`src/design/qat_pkg.sv`:
```
// ----------------------------------------------------------------------------
// qat_pkg: quoted argument tokenizer package
// Result word type, mode and code constants, escape mapping.
// ----------------------------------------------------------------------------
package qat_pkg;

    localparam int FIFO_DEPTH = 4;
    localparam int PTR_W      = $clog2(FIFO_DEPTH);
    localparam int CNT_W      = $clog2(FIFO_DEPTH + 1);

    typedef enum logic [1:0] {
        KIND_BYTE      = 2'd0,
        KIND_ARG_END   = 2'd1,
        KIND_LINE_DONE = 2'd2
    } kind_t;

    localparam logic [1:0] STATUS_OK       = 2'd0;
    localparam logic [1:0] STATUS_ESCAPE   = 2'd1;
    localparam logic [1:0] STATUS_UNCLOSED = 2'd2;

    typedef enum logic [3:0] {
        MODE_TOP      = 4'b0001,
        MODE_DQ       = 4'b0010,
        MODE_SQ       = 4'b0100,
        MODE_SQ_IN_DQ = 4'b1000
    } mode_t;

    localparam logic [7:0] CH_TAB    = 8'h09;
    localparam logic [7:0] CH_LF     = 8'h0A;
    localparam logic [7:0] CH_CR     = 8'h0D;
    localparam logic [7:0] CH_SPACE  = 8'h20;
    localparam logic [7:0] CH_DQUOTE = 8'h22;
    localparam logic [7:0] CH_SQUOTE = 8'h27;
    localparam logic [7:0] CH_BSLASH = 8'h5C;
    localparam logic [7:0] CH_LOW_N  = 8'h6E;
    localparam logic [7:0] CH_LOW_R  = 8'h72;
    localparam logic [7:0] CH_LOW_T  = 8'h74;

    typedef struct packed {
        kind_t      kind;
        logic [7:0] out_byte;
        logic [1:0] line_status;
        logic       last;
    } result_t;

    function automatic logic [7:0] unescape(input logic [7:0] c);
        logic [7:0] r;
        begin
            r = c;
            if (c == CH_LOW_T)
            begin
                r = CH_TAB;
            end
            else if (c == CH_LOW_R)
            begin
                r = CH_CR;
            end
            else if (c == CH_LOW_N)
            begin
                r = CH_LF;
            end
            return r;
        end
    endfunction

endpackage

```
`src/design/quoted_argument_tokenizer.sv`:
```
// ----------------------------------------------------------------------------
// quoted_argument_tokenizer
// Splits command-line bytes into arguments with quotes and backslash escapes.
// ----------------------------------------------------------------------------
//  channel  | handshake                  | payload
//  ---------+----------------------------+----------------------------------
//  item     | item_valid / item_ready    | ch, end_of_line
//  result   | result_valid / result_ready| kind, out_byte, line_status, last
//
//  One item accepted per cycle while item_ready; its 0..2 result words are
//  written to a 4-entry result queue in the same cycle; one leaves per ready cycle.
//  A terminator after a non-empty argument adds two words, so the queue
//  drains one word behind such a line.
//  item_ready is high while the queue has room for two words.
//  Reset (rst_n, async) clears tokenizer state and empties the queue.
// ----------------------------------------------------------------------------
module quoted_argument_tokenizer (
    input  logic                clk,
    input  logic                rst_n,
    input  logic                item_valid,
    output logic                item_ready,
    input  logic [7:0]          ch,
    input  logic                end_of_line,
    output logic                result_valid,
    input  logic                result_ready,
    output logic [1:0]          kind,
    output logic [7:0]          out_byte,
    output logic [1:0]          line_status,
    output logic                last
);
    import qat_pkg::*;

    mode_t            mode_reg, mode_next;
    logic             esc_reg, esc_next;
    logic             has_reg, has_next;

    result_t          fifo_reg [FIFO_DEPTH];
    logic [PTR_W-1:0] wr_ptr_reg, wr_ptr_next;
    logic [PTR_W-1:0] rd_ptr_reg, rd_ptr_next;
    logic [CNT_W-1:0] cnt_reg, cnt_next;

    result_t          res0, res1;
    logic [1:0]       push_n;
    logic             emit;
    logic [7:0]       emit_byte;
    logic [1:0]       status;
    logic             push, pop;
    result_t          head;

    assign item_ready = (cnt_reg <= CNT_W'(FIFO_DEPTH - 2));
    assign push       = item_valid && item_ready;
    assign pop        = result_valid && result_ready;

    always_comb
    begin
        mode_next = mode_reg;
        esc_next  = esc_reg;
        has_next  = has_reg;
        emit      = 1'b0;
        emit_byte = ch;
        push_n    = 2'd0;
        res0      = '{kind: KIND_BYTE, out_byte: 8'd0, line_status: STATUS_OK, last: 1'b1};
        res1      = '{kind: KIND_LINE_DONE, out_byte: 8'd0, line_status: STATUS_OK,
                      last: 1'b1};
        status    = STATUS_OK;

        if (esc_reg)
        begin
            status = STATUS_ESCAPE;
        end
        else if (mode_reg != MODE_TOP)
        begin
            status = STATUS_UNCLOSED;
        end

        if (end_of_line)
        begin
            res1.line_status = status;
            if (has_reg)
            begin
                res0.kind = KIND_ARG_END;
                res0.last = 1'b0;
                push_n    = 2'd2;
            end
            else
            begin
                res0   = res1;
                push_n = 2'd1;
            end
            mode_next = MODE_TOP;
            esc_next  = 1'b0;
            has_next  = 1'b0;
        end
        else if (esc_reg)
        begin
            esc_next  = 1'b0;
            emit_byte = unescape(ch);
            emit      = 1'b1;
        end
        else if (ch == CH_BSLASH)
        begin
            esc_next = 1'b1;
        end
        else
        begin
            unique case (mode_reg)
                MODE_TOP:
                begin
                    if (ch == CH_DQUOTE)
                    begin
                        mode_next = MODE_DQ;
                    end
                    else if (ch == CH_SQUOTE)
                    begin
                        mode_next = MODE_SQ;
                    end
                    else if (ch == CH_SPACE || ch == CH_TAB)
                    begin
                        if (has_reg)
                        begin
                            res0.kind = KIND_ARG_END;
                            push_n    = 2'd1;
                            has_next  = 1'b0;
                        end
                    end
                    else
                    begin
                        emit = 1'b1;
                    end
                end
                MODE_DQ:
                begin
                    if (ch == CH_SQUOTE)
                    begin
                        mode_next = MODE_SQ_IN_DQ;
                    end
                    else if (ch == CH_DQUOTE)
                    begin
                        mode_next = MODE_TOP;
                    end
                    else
                    begin
                        emit = 1'b1;
                    end
                end
                MODE_SQ:
                begin
                    if (ch == CH_SQUOTE)
                    begin
                        mode_next = MODE_TOP;
                    end
                    else
                    begin
                        emit = 1'b1;
                    end
                end
                MODE_SQ_IN_DQ:
                begin
                    if (ch == CH_SQUOTE)
                    begin
                        mode_next = MODE_DQ;
                    end
                    else
                    begin
                        emit = 1'b1;
                    end
                end
                default:
                begin
                    mode_next = MODE_TOP;
                end
            endcase
        end

        if (emit)
        begin
            res0.kind     = KIND_BYTE;
            res0.out_byte = emit_byte;
            push_n        = 2'd1;
            has_next      = 1'b1;
        end

        if (!push)
        begin
            push_n    = 2'd0;
            mode_next = mode_reg;
            esc_next  = esc_reg;
            has_next  = has_reg;
        end
    end

    always_comb
    begin
        wr_ptr_next = wr_ptr_reg + PTR_W'(push_n);
        rd_ptr_next = rd_ptr_reg + PTR_W'(pop);
        cnt_next    = cnt_reg + CNT_W'(push_n) - CNT_W'(pop);
    end

    always_ff @(posedge clk or negedge rst_n)
    begin
        if (!rst_n)
        begin
            mode_reg   <= MODE_TOP;
            esc_reg    <= 1'b0;
            has_reg    <= 1'b0;
            wr_ptr_reg <= '0;
            rd_ptr_reg <= '0;
            cnt_reg    <= '0;
        end
        else
        begin
            mode_reg   <= mode_next;
            esc_reg    <= esc_next;
            has_reg    <= has_next;
            wr_ptr_reg <= wr_ptr_next;
            rd_ptr_reg <= rd_ptr_next;
            cnt_reg    <= cnt_next;
        end
    end

    always_ff @(posedge clk)
    begin
        if (push_n != 2'd0)
        begin
            fifo_reg[wr_ptr_reg] <= res0;
        end
        if (push_n == 2'd2)
        begin
            fifo_reg[PTR_W'(wr_ptr_reg + 1'b1)] <= res1;
        end
    end

    assign head         = fifo_reg[rd_ptr_reg];
    assign result_valid = (cnt_reg != '0);
    assign kind         = head.kind;
    assign out_byte     = head.out_byte;
    assign line_status  = head.line_status;
    assign last         = head.last;

endmodule

```
`config.mk`:
```
export PLATFORM = sky130hd
export DESIGN_NAME = quoted_argument_tokenizer
export DESIGN_NICKNAME = d
export VERILOG_FILES = /design/src/design/qat_pkg.sv /design/src/design/quoted_argument_tokenizer.sv
export SDC_FILE = /design/constraint.sdc
export NUM_CORES = 1
export LEC_CHECK = 0
export ABC_CLOCK_PERIOD_IN_PS = 3100
export BUFFER_PORTS_ARGS = -buffer_cell sky130_fd_sc_hd__buf_2
export CORE_ASPECT_RATIO = 2
export CORE_UTILIZATION = 52
export CTS_BUF_LIST = sky130_fd_sc_hd__clkbuf_16
export DETAILED_ROUTE_END_ITERATION = 8
export PLACE_DENSITY = 0.77
export SYNTH_ARGS = -nofsm -noshare
export SYNTH_HDL_FRONTEND = slang
export SYNTH_SLANG_ARGS = --single-unit
export TNS_END_PERCENT = 30
```
`constraint.sdc`:
```
create_clock -name clk -period 3.1 [get_ports clk]
set_input_delay 0.155 -clock clk [delete_from_list [all_inputs] [get_ports clk]]
set_output_delay 0.155 -clock clk [all_outputs]
set_load 0.01 [all_outputs]
```
# == Word-level counts from Yosys, hierarchy flattened ==
# Memory sizes are Yosys's and may differ from the RTL's.
# Index checks and enable logic that the tools add are counted.
# W data, S select, Z words.
# totals
ff_bits,13
latchBits,0
ramBits,52
mem_bits_ro,0
inputBits,13
out_inout_bits,15
wordCells,107
n_memories,1
# op_classes
n_addsub,5
n_mul,0
div_mod_pow,0
magnitude_cmp,1
n_eq_ne,24
n_shift,0
muxes,60
n_bitwise,0
reduce_logical,10
# mem_list
name,depth,word_bits,rd,rd_ports_with_merged_regs,write_ports,line,rtl
fifo_reg,4,13,1,0,2,quoted_argument_tokenizer.sv:37,result_t fifo_reg [FIFO_DEPTH];
# ops
operator,count
$mux W8,5
$mux W4,9
$eq A8 B7 Y1 const B,4
$mux W1,32
$eq A8 B6 Y1 const B,3
$mux W2,10
$pmux W4 S4,1
$ne A3 B3 Y1 const B,5
$reduce_and A7 Y1,2
$mux W11,1
$mux W10,1
$reduce_bool A3 Y1,3
$eq A8 B4 Y1 const B,1
$ne A4 B4 Y1 const B,2
$eq A4 B1 Y1 const B,1
$eq A4 B2 Y1 const B,1
$eq A4 B3 Y1 const B,1
$eq A4 B4 Y1 const B,1
$ne A2 B2 Y1 const B,2
$ne A4 B1 Y1 const B,1
$add A3 B2 Y3,1
$le A3 B2 Y1 const B,1
$ne A3 B2 Y1 const B,1
$pmux W1 S3,1
other kinds (9),10

# == Depth between registers and ports, before layout ==
# Gate-level depths: netlist of the first run.
# depth
word_depth,14
ltp_mapped,13
depth_no_buf,12

# == Least setup slack after synthesis of the first run ==
# No wires, ideal clock.
# synth_path
path_kind,flip-flop to flip-flop
from,reg mode_reg[3]
to,reg cnt_reg[2]
setup_time_ns,0.080
arrival_ns,2.877
required_ns,3.020
path_slack_ns,0.143
path_stages_with_launch,14
path_buffers,1
synth_period_minus_slack_ns,2.957
path_cell_list,dfrtp_1 > buf_2 > or4b_1 > o2111a_1 > o21ai_1 > a31o_2 > o311a_1 > inv_1 > ha_1 > inv_1 > ha_1 > fa_1 > xnor2_1 > xnor2_1
# synth_between
elab_chain_cells,10
elab_cells_between_ends,17
classes_between,add/sub: 2; eq/ne: 4; mux: 10; reduce/logical: 1
# synth_rtl
element,line,rtl
"start, declared",quoted_argument_tokenizer.sv:33,"mode_t mode_reg, mode_next;"
"start signal, assigned",quoted_argument_tokenizer.sv:212,mode_reg <= mode_next;
$eq A4 B4 Y1 or $eq A4 B3 Y1 (tied branches),quoted_argument_tokenizer.sv:106,unique case (mode_reg)
$reduce_or A2 Y1 (no line),--,
$pmux W1 S3,quoted_argument_tokenizer.sv:106,
$mux W1,quoted_argument_tokenizer.sv:100,else if (ch == CH_BSLASH)
$mux W1,quoted_argument_tokenizer.sv:94,else if (esc_reg)
$mux W1,quoted_argument_tokenizer.sv:76,if (end_of_line)
$mux W2 (*),quoted_argument_tokenizer.sv:175,if (emit)
$mux W2 (*),quoted_argument_tokenizer.sv:183,if (!push)
$add A3 B2 Y3 (*),quoted_argument_tokenizer.sv:196,cnt_next = cnt_reg + CNT_W'(push_n) - CNT_W'(pop);
$sub A3 B1 Y3 (*),quoted_argument_tokenizer.sv:196,
via cnt_next[2],quoted_argument_tokenizer.sv:40,"logic [CNT_W-1:0] cnt_reg, cnt_next;"
"end signal, assigned",quoted_argument_tokenizer.sv:217,cnt_reg <= cnt_next;
"end, declared",quoted_argument_tokenizer.sv:40,
# Mark *: on every way through the listed nets, which the timed path passes. The rest lies on a longest branch.
# A chain may end at the register's enable or synchronous reset.

# == Final worst setup path of the first run ==
# layout_path
from,reg mode_reg[2]
to,reg cnt_reg[2]
# The elaborated chain is that of the path after synthesis.

==> flow_summary.json, run 1 <==
{
  "rsz0062_at_grt": "no",
  "tightest_slew_ps": 863,
  "setup_violations": 0,
  "drive_gt1_share_pct": 20.4,
  "ys_async_sr_fraction_pct": 20.0,
  "largest_register_ffs": 52,
  "maxSlewHeadroom_pct": 42.4,
  "reg2reg_from": "mode_reg[2]$_DFFE_PN0P_",
  "clk_pin_slew_ps": 60,
  "hold_end": "fifo_reg[0][9]$_SDFFE_PP0N_",
  "start_util_pct": 53.4,
  "ys_warn_count": 0,
  "crit_family": "adder cells",
  "grt_pass1_wl_mm": 12.7,
  "h-tree-depth": 3,
  "antenna_found_initial": 0,
  "place_area_um2": 3550,
  "core_um2": 6260,
  "crit_fanout": 6,
  "syn_avg_cell_area_um2": 9.56,
  "grt_pass1_vias": 2720,
  "min_path_type": "in2reg",
  "maxSlewViolCount": 0,
  "synth_cell_types": 58,
  "clock-sinks": 65,
  "crit_chain": "or4b_1, o2111a_1, o21ai_2, a31o_2, o311a_1, inv_1, ha_1, inv_1, ha_1, fa_2, xnor2_2, xnor2_1",
  "crit_slowest_cell": "or4b_1",
  "diodes": 0,
  "gp_congestion": 0.977,
  "area_growth_pct": 17.0,
  "r2r-end": "cnt_reg[2]$_DFF_PN0_",
  "drc": 0,
  "ys_top_cells_by_area": "dfxtp_1 26%, dfrtp_1 9.0%, mux4_2 8.8%, edfxtp_1 7.2%, nand3_1 5.8%",
  "worst-setup-path-type": "reg2reg",
  "finalHoldViolCount": 0,
  "worstHoldStart": "ch[6]",
  "fin_area_um2": 3910,
  "p_total_mw": 4.09,
  "nets": 391,
  "synth.most_common_cell": "dfxtp_1",
  "drv_cap": 0,
  "vias": 2777,
  "rrSetupSlack_ps": 180,
  "required_ps": 3310,
  "synth-seq-area-share_pct": 43.3,
  "synth_cells": 350,
  "numPortBuffers": 27,
  "fp.dieH_um": 115,
  "ir_drop_mv": 0.571,
  "tns_ps": 0,
  "clock.fmax_mhz": 343,
  "cts_tree": "yes",
  "grt_usage_pct": 25.4,
  "overflow": 0,
  "critPathLaunchType": "flip-flop",
  "power.leakage_nw": 1.55,
  "ys_ff_latch": 65,
  "period_share_pct": 94.1,
  "viasPerCell": 6.00,
  "hold_depth": 3,
  "cts_inserted_buffers": 9,
  "r2r_cells": 12,
  "clock_path_buffers": 2,
  "skew_ps": 4.91,
  "p_per_area_nw_per_um2": 1050,
  "worst_path_largest_cell_delay_ps": 540,
  "row_count": 41,
  "grt_max_degree": 22,
  "worst-path-buf-inv": 2,
  "synth_edf_count": 8,
  "dieArea_um2": 6780,
  "yosys-top-cells-count": "44 x dfxtp_1, 39 x nand3_1, 31 x nand2_1, 31 x o21ai_0, 21 x nor2_1",
  "wl_mm": 7.79,
  "period_minus_slack_ps": 2920,
  "wl_per_cell_um": 16.8,
  "antenna_left": 0,
  "dr.pass1.iters": 4,
  "dp_hpwl_mm": 5.69,
  "cp.arrival_ps": 3130,
  "yosysTopAreaCellShare_pct": 26.3,
  "postCtsSetupBuffers": 0,
  "root_buffer": "clkbuf_16",
  "netlist_area_um2": 3340,
  "ios": 28,
  "clk_latency_ps": 330,
  "drt_iter0_drc": 148,
  "end_kind": "flip-flop",
  "synth_nets": 369,
  "status": "finished clean",
  "synth_ff_type": "dfxtp_1",
  "synth_area_leader_cell": "dfxtp_1",
  "fp.dieW_um": 58.7
}
-- cell type report --
cell class,instances,area [um^2]
flip-flops and latches,65,1450
clock inverters,6,87.6
clock buffers,10,250
repair buffers,37,213
multi-input cells,247,1760
well taps,86,108
inverters,12,45.0
fillers,534,2350
-- where the power goes --
| group | switching, mW | internal, mW |
|---|---|---|
| logic | 0.742 | 0.715 |
| registers | 0.313 | 1.19 |
| clock network | 0.374 | 0.753 |
| total | 1.43 | 2.66 |
-- timing repair --
item,CTS,global route
endpoints found under the hold margin,12,0
resized for setup,0,4
hold buffers,1,0
setup endpoints to repair,0,1
-- routing by layer --
| layer | track usage [%] | wire length [um] |
|---|---|---|
| met1 | 26.4 | 2740 |
| met5 | 0 | 0 |
| met3 | 3.91 | 330 |
| met4 | 15.1 | 237 |
| met2 | 46.5 | 4480 |
-- cell usage in the layout (no fill, tap or decap), drive strengths merged, types with 5 or more instances in the layout --
cell    instances
dfxtp          44
nand3          39
buf            36
o21ai          33
nand2          31
nor2           21
mux4           13
inv            13
dfrtp          12
clkbuf         10
o211ai          8
edfxtp          8
nor2b           7
nor3            6
nand4           6
a21oi           6
and3            5
o31ai           5
ha              5
-- worst reg2reg max path, stage by stage (launching register included) --
cell	delay [ps]
dfrtp_2	430
or4b_1	540
o2111a_1	170
o21ai_2	130
a31o_2	180
o311a_1	180
inv_1	50
ha_1	270
inv_1	40
ha_1	180
fa_2	350
xnor2_2	150
xnor2_1	130
-- per-stage QoR --
stage               hold WS [ps]  setup slack [ps]  instances  utilization (%)
detailed placement          72.5              89.3        446             56.7
finish                       210               182        463             62.5
CTS                          207              74.8        463             62.3
global placement            71.8               203        446             56.7
floorplan                   -141               143        350                -
global route                 225              40.4        463             62.5
-- cells by family after synthesis --
kind of cell	count (synthesis)	share of synthesized area, %
and+or+nand+nor	137	21.2
muxes	16	9.73
xor gates and xnor gates	8	2.09
AOI/OAI and AO/OA	80	16.7
adders and majority gates	6	2.47
DFF	65	43.3
buffers and inverters	38	4.49
-- worst max path at each step --
stage	startpoint	endpoint	slack, ps	cells after the start
floorplan	mode_reg[3]$_DFFE_PN0P_	cnt_reg[2]$_DFF_PN0_	140	13
global placement	mode_reg[2]$_DFFE_PN0P_	cnt_reg[2]$_DFF_PN0_	200	12
detailed placement	mode_reg[2]$_DFFE_PN0P_	cnt_reg[2]$_DFF_PN0_	90	12
CTS	mode_reg[2]$_DFFE_PN0P_	cnt_reg[2]$_DFF_PN0_	70	12
global route	mode_reg[2]$_DFFE_PN0P_	cnt_reg[2]$_DFF_PN0_	40	12
finish	mode_reg[2]$_DFFE_PN0P_	cnt_reg[2]$_DFF_PN0_	180	12
Power figures use the tool's default switching activity.
==> run 2: changes to the inputs <==
CELL_PAD_IN_SITES_DETAIL_PLACEMENT = 1   (was not set)
CELL_PAD_IN_SITES_GLOBAL_PLACEMENT = 1   (was not set)
CORE_UTILIZATION = 42   (was 52)
PLACE_DENSITY = 0.79   (was 0.77)
==> run 2 against run 1 <==
- utilization is 11 points lower
- non-clock buffer count grew 3
- clock power increased by 6%
- via count rose by 3.2%
- clock skew increased by 3.4 ps
- highest routed layer unchanged
==> flow_summary.json, run 2 (synthesis results as in run 1) <==
{
  "status": "finished clean",
  "period_minus_slack_ps": 3020,
  "setup_slack_ps": 80.5,
  "switching_share_pct": 36.0,
  "drv_cap": 0,
  "p_clk_share_pct": 28.4,
  "numPortBuffers": 27,
  "nets": 394,
  "dr.pass1.iters": 4,
  "cp.arrival_ps": 3270,
  "start_util_pct": 43.7,
  "grt_pass1_wl_mm": 15.5,
  "postCtsSetupBuffers": 0,
  "area_growth_pct": 18.1,
  "gp_congestion": 0.844,
  "drive_gt1_share_pct": 20.3,
  "clock-sinks": 65,
  "power.leakage_nw": 1.56,
  "cp_num_cells": 12,
  "dp_slack_ps": 63.6,
  "antenna_found_initial": 0,
  "ios": 28,
  "maxSlewViolCount": 0,
  "p_comb_share_pct": 35.3,
  "layout_commonest_cell": "dfxtp_1",
  "clock.fmax_mhz": 331,
  "clk_latency_ps": 340,
  "setup_violations": 0,
  "clk_pin_slew_ps": 50,
  "root_buffer": "clkbuf_16",
  "rsz0062_at_grt": "no",
  "cts_tree": "yes",
  "vias": 2865,
  "grt_pass1_vias": 3088,
  "core_um2": 7660,
  "drc": 0,
  "p_per_area_nw_per_um2": 1070,
  "fp.dieH_um": 128,
  "worst-path-buf-inv": 2,
  "final_cell_mix": "44 x dfxtp_1, 39 x nand3_1, 31 x nand2_1, 31 x o21ai_0, 27 x buf_2",
  "holdWs_ps": 196,
  "required_ps": 3350,
  "r2r_cells": 12,
  "reg2reg_from": "mode_reg[2]$_DFFE_PN0P_",
  "place_area_um2": 3580,
  "crit_fanout": 6,
  "cp-startpoint": "mode_reg[2]$_DFFE_PN0P_",
  "worstHoldStart": "result_ready",
  "dieArea_um2": 8350,
  "period_share_pct": 97.4,
  "fin_area_um2": 3950,
  "viasPerCell": 6.04,
  "crit_chain": "or4b_1, o2111a_1, o21ai_1, a31o_2, o311a_1, inv_1, ha_1, inv_1, ha_1, fa_1, xnor2_1, xnor2_1",
  "cts_inserted_buffers": 9,
  "end_kind": "flip-flop",
  "min_path_type": "in2reg",
  "finalHoldViolCount": 0,
  "clock_path_buffers": 2,
  "wl_mm": 9.33,
  "maxSlewHeadroom_pct": 33.9,
  "critPathLaunchType": "flip-flop",
  "diodes": 0,
  "antenna_left": 0,
  "largest_register_ffs": 52,
  "overflow": 0,
  "fp.dieW_um": 65.1,
  "grt_max_degree": 22,
  "crit_family": "adder cells",
  "worst_path_largest_cell_delay_ps": 540,
  "dp_hpwl_mm": 6.63,
  "h-tree-depth": 3,
  "intPower_mw": 2.70,
  "tightest_slew_ps": 992,
  "crit_slowest_cell": "or4b_1",
  "pwr-share-seq_pct": 36.3,
  "worst-setup-path-type": "reg2reg",
  "ir_drop_mv": 0.452,
  "tns_ps": 0,
  "p_switching_mw": 1.51,
  "row_count": 45,
  "p_total_mw": 4.21,
  "hold_depth": 3,
  "grt_usage_pct": 24.9,
  "drt_iter0_drc": 119,
  "skew_ps": 8.30,
  "wl_per_cell_um": 19.7,
  "fill_cells": 920
}
## run 2: final timing paths
kind / to / slack [ps]
max in group asynchronous: mode_reg[0]$_DFFE_PN1P_ / 2550
min in group asynchronous: esc_reg$_DFFE_PN0P_ / 270
setup / recovery: cnt_reg[2]$_DFF_PN0_ / 80
hold / removal: rd_ptr_reg[0]$_DFF_PN0_ / 200
hold reg to reg: fifo_reg[0][6]$_SDFFE_PP0N_ / 470
setup reg to reg: cnt_reg[2]$_DFF_PN0_ / 80
## run 2: final cells by class
class                   count  area, um^2  share of cell area, %
multi-input cells         247        1750                   44.2
flip-flops and latches     65        1450                   36.7
clock buffers              11         275                   6.97
repair buffers             40         235                   5.96
well taps                  94         118                   2.98
clock inverters             5        80.1                   2.03
inverters                  12        45.0                   1.14
## run 2: routing by layer
metal	wire length [um]	part of all wire [%]	vias to the layer above	track usage, %
met3	189	2.0	28	3.38
li1	-	-	1354	-
met5	0	0	-	0
met1	3470	37	1432	25.4
met4	401	4.3	0	15.2
met2	5260	56	51	46.1
## run 2: per-stage QoR
step                std cells  utilization (%)
finish                    474             51.6
global route              474             51.6
CTS                       474             51.6
detailed placement        457             46.8
global placement          457             46.8
floorplan                 350                -
## run 2: repair_timing
action                                 in CTS  in global routing
gates resized for setup                     0                  1
endpoints found under the hold margin      13                  0
setup endpoints to repair                   0                  1
hold buffers                                1                  0
## run 2: power by group through the flow
stage	combinational, mW	clock [mW]	sequential, mW
3_3_place_gp	1.41	0	1.51
4_1_cts	1.50	1.20	1.53
5_1_grt	1.65	1.24	1.58
2_1_floorplan	1.16	0	1.34
6_report	1.49	1.20	1.53
3_5_place_dp	1.48	0	1.54
## run 2: worst reg2reg max path, cell delays in order, from the launching register on
cell and delay, ps:
dfrtp_2 430, or4b_1 540, o2111a_1 160, o21ai_1 160
a31o_2 190, o311a_1 190, inv_1 60, ha_1 270
inv_1 40, ha_1 180, fa_1 370, xnor2_1 190
xnor2_1 150
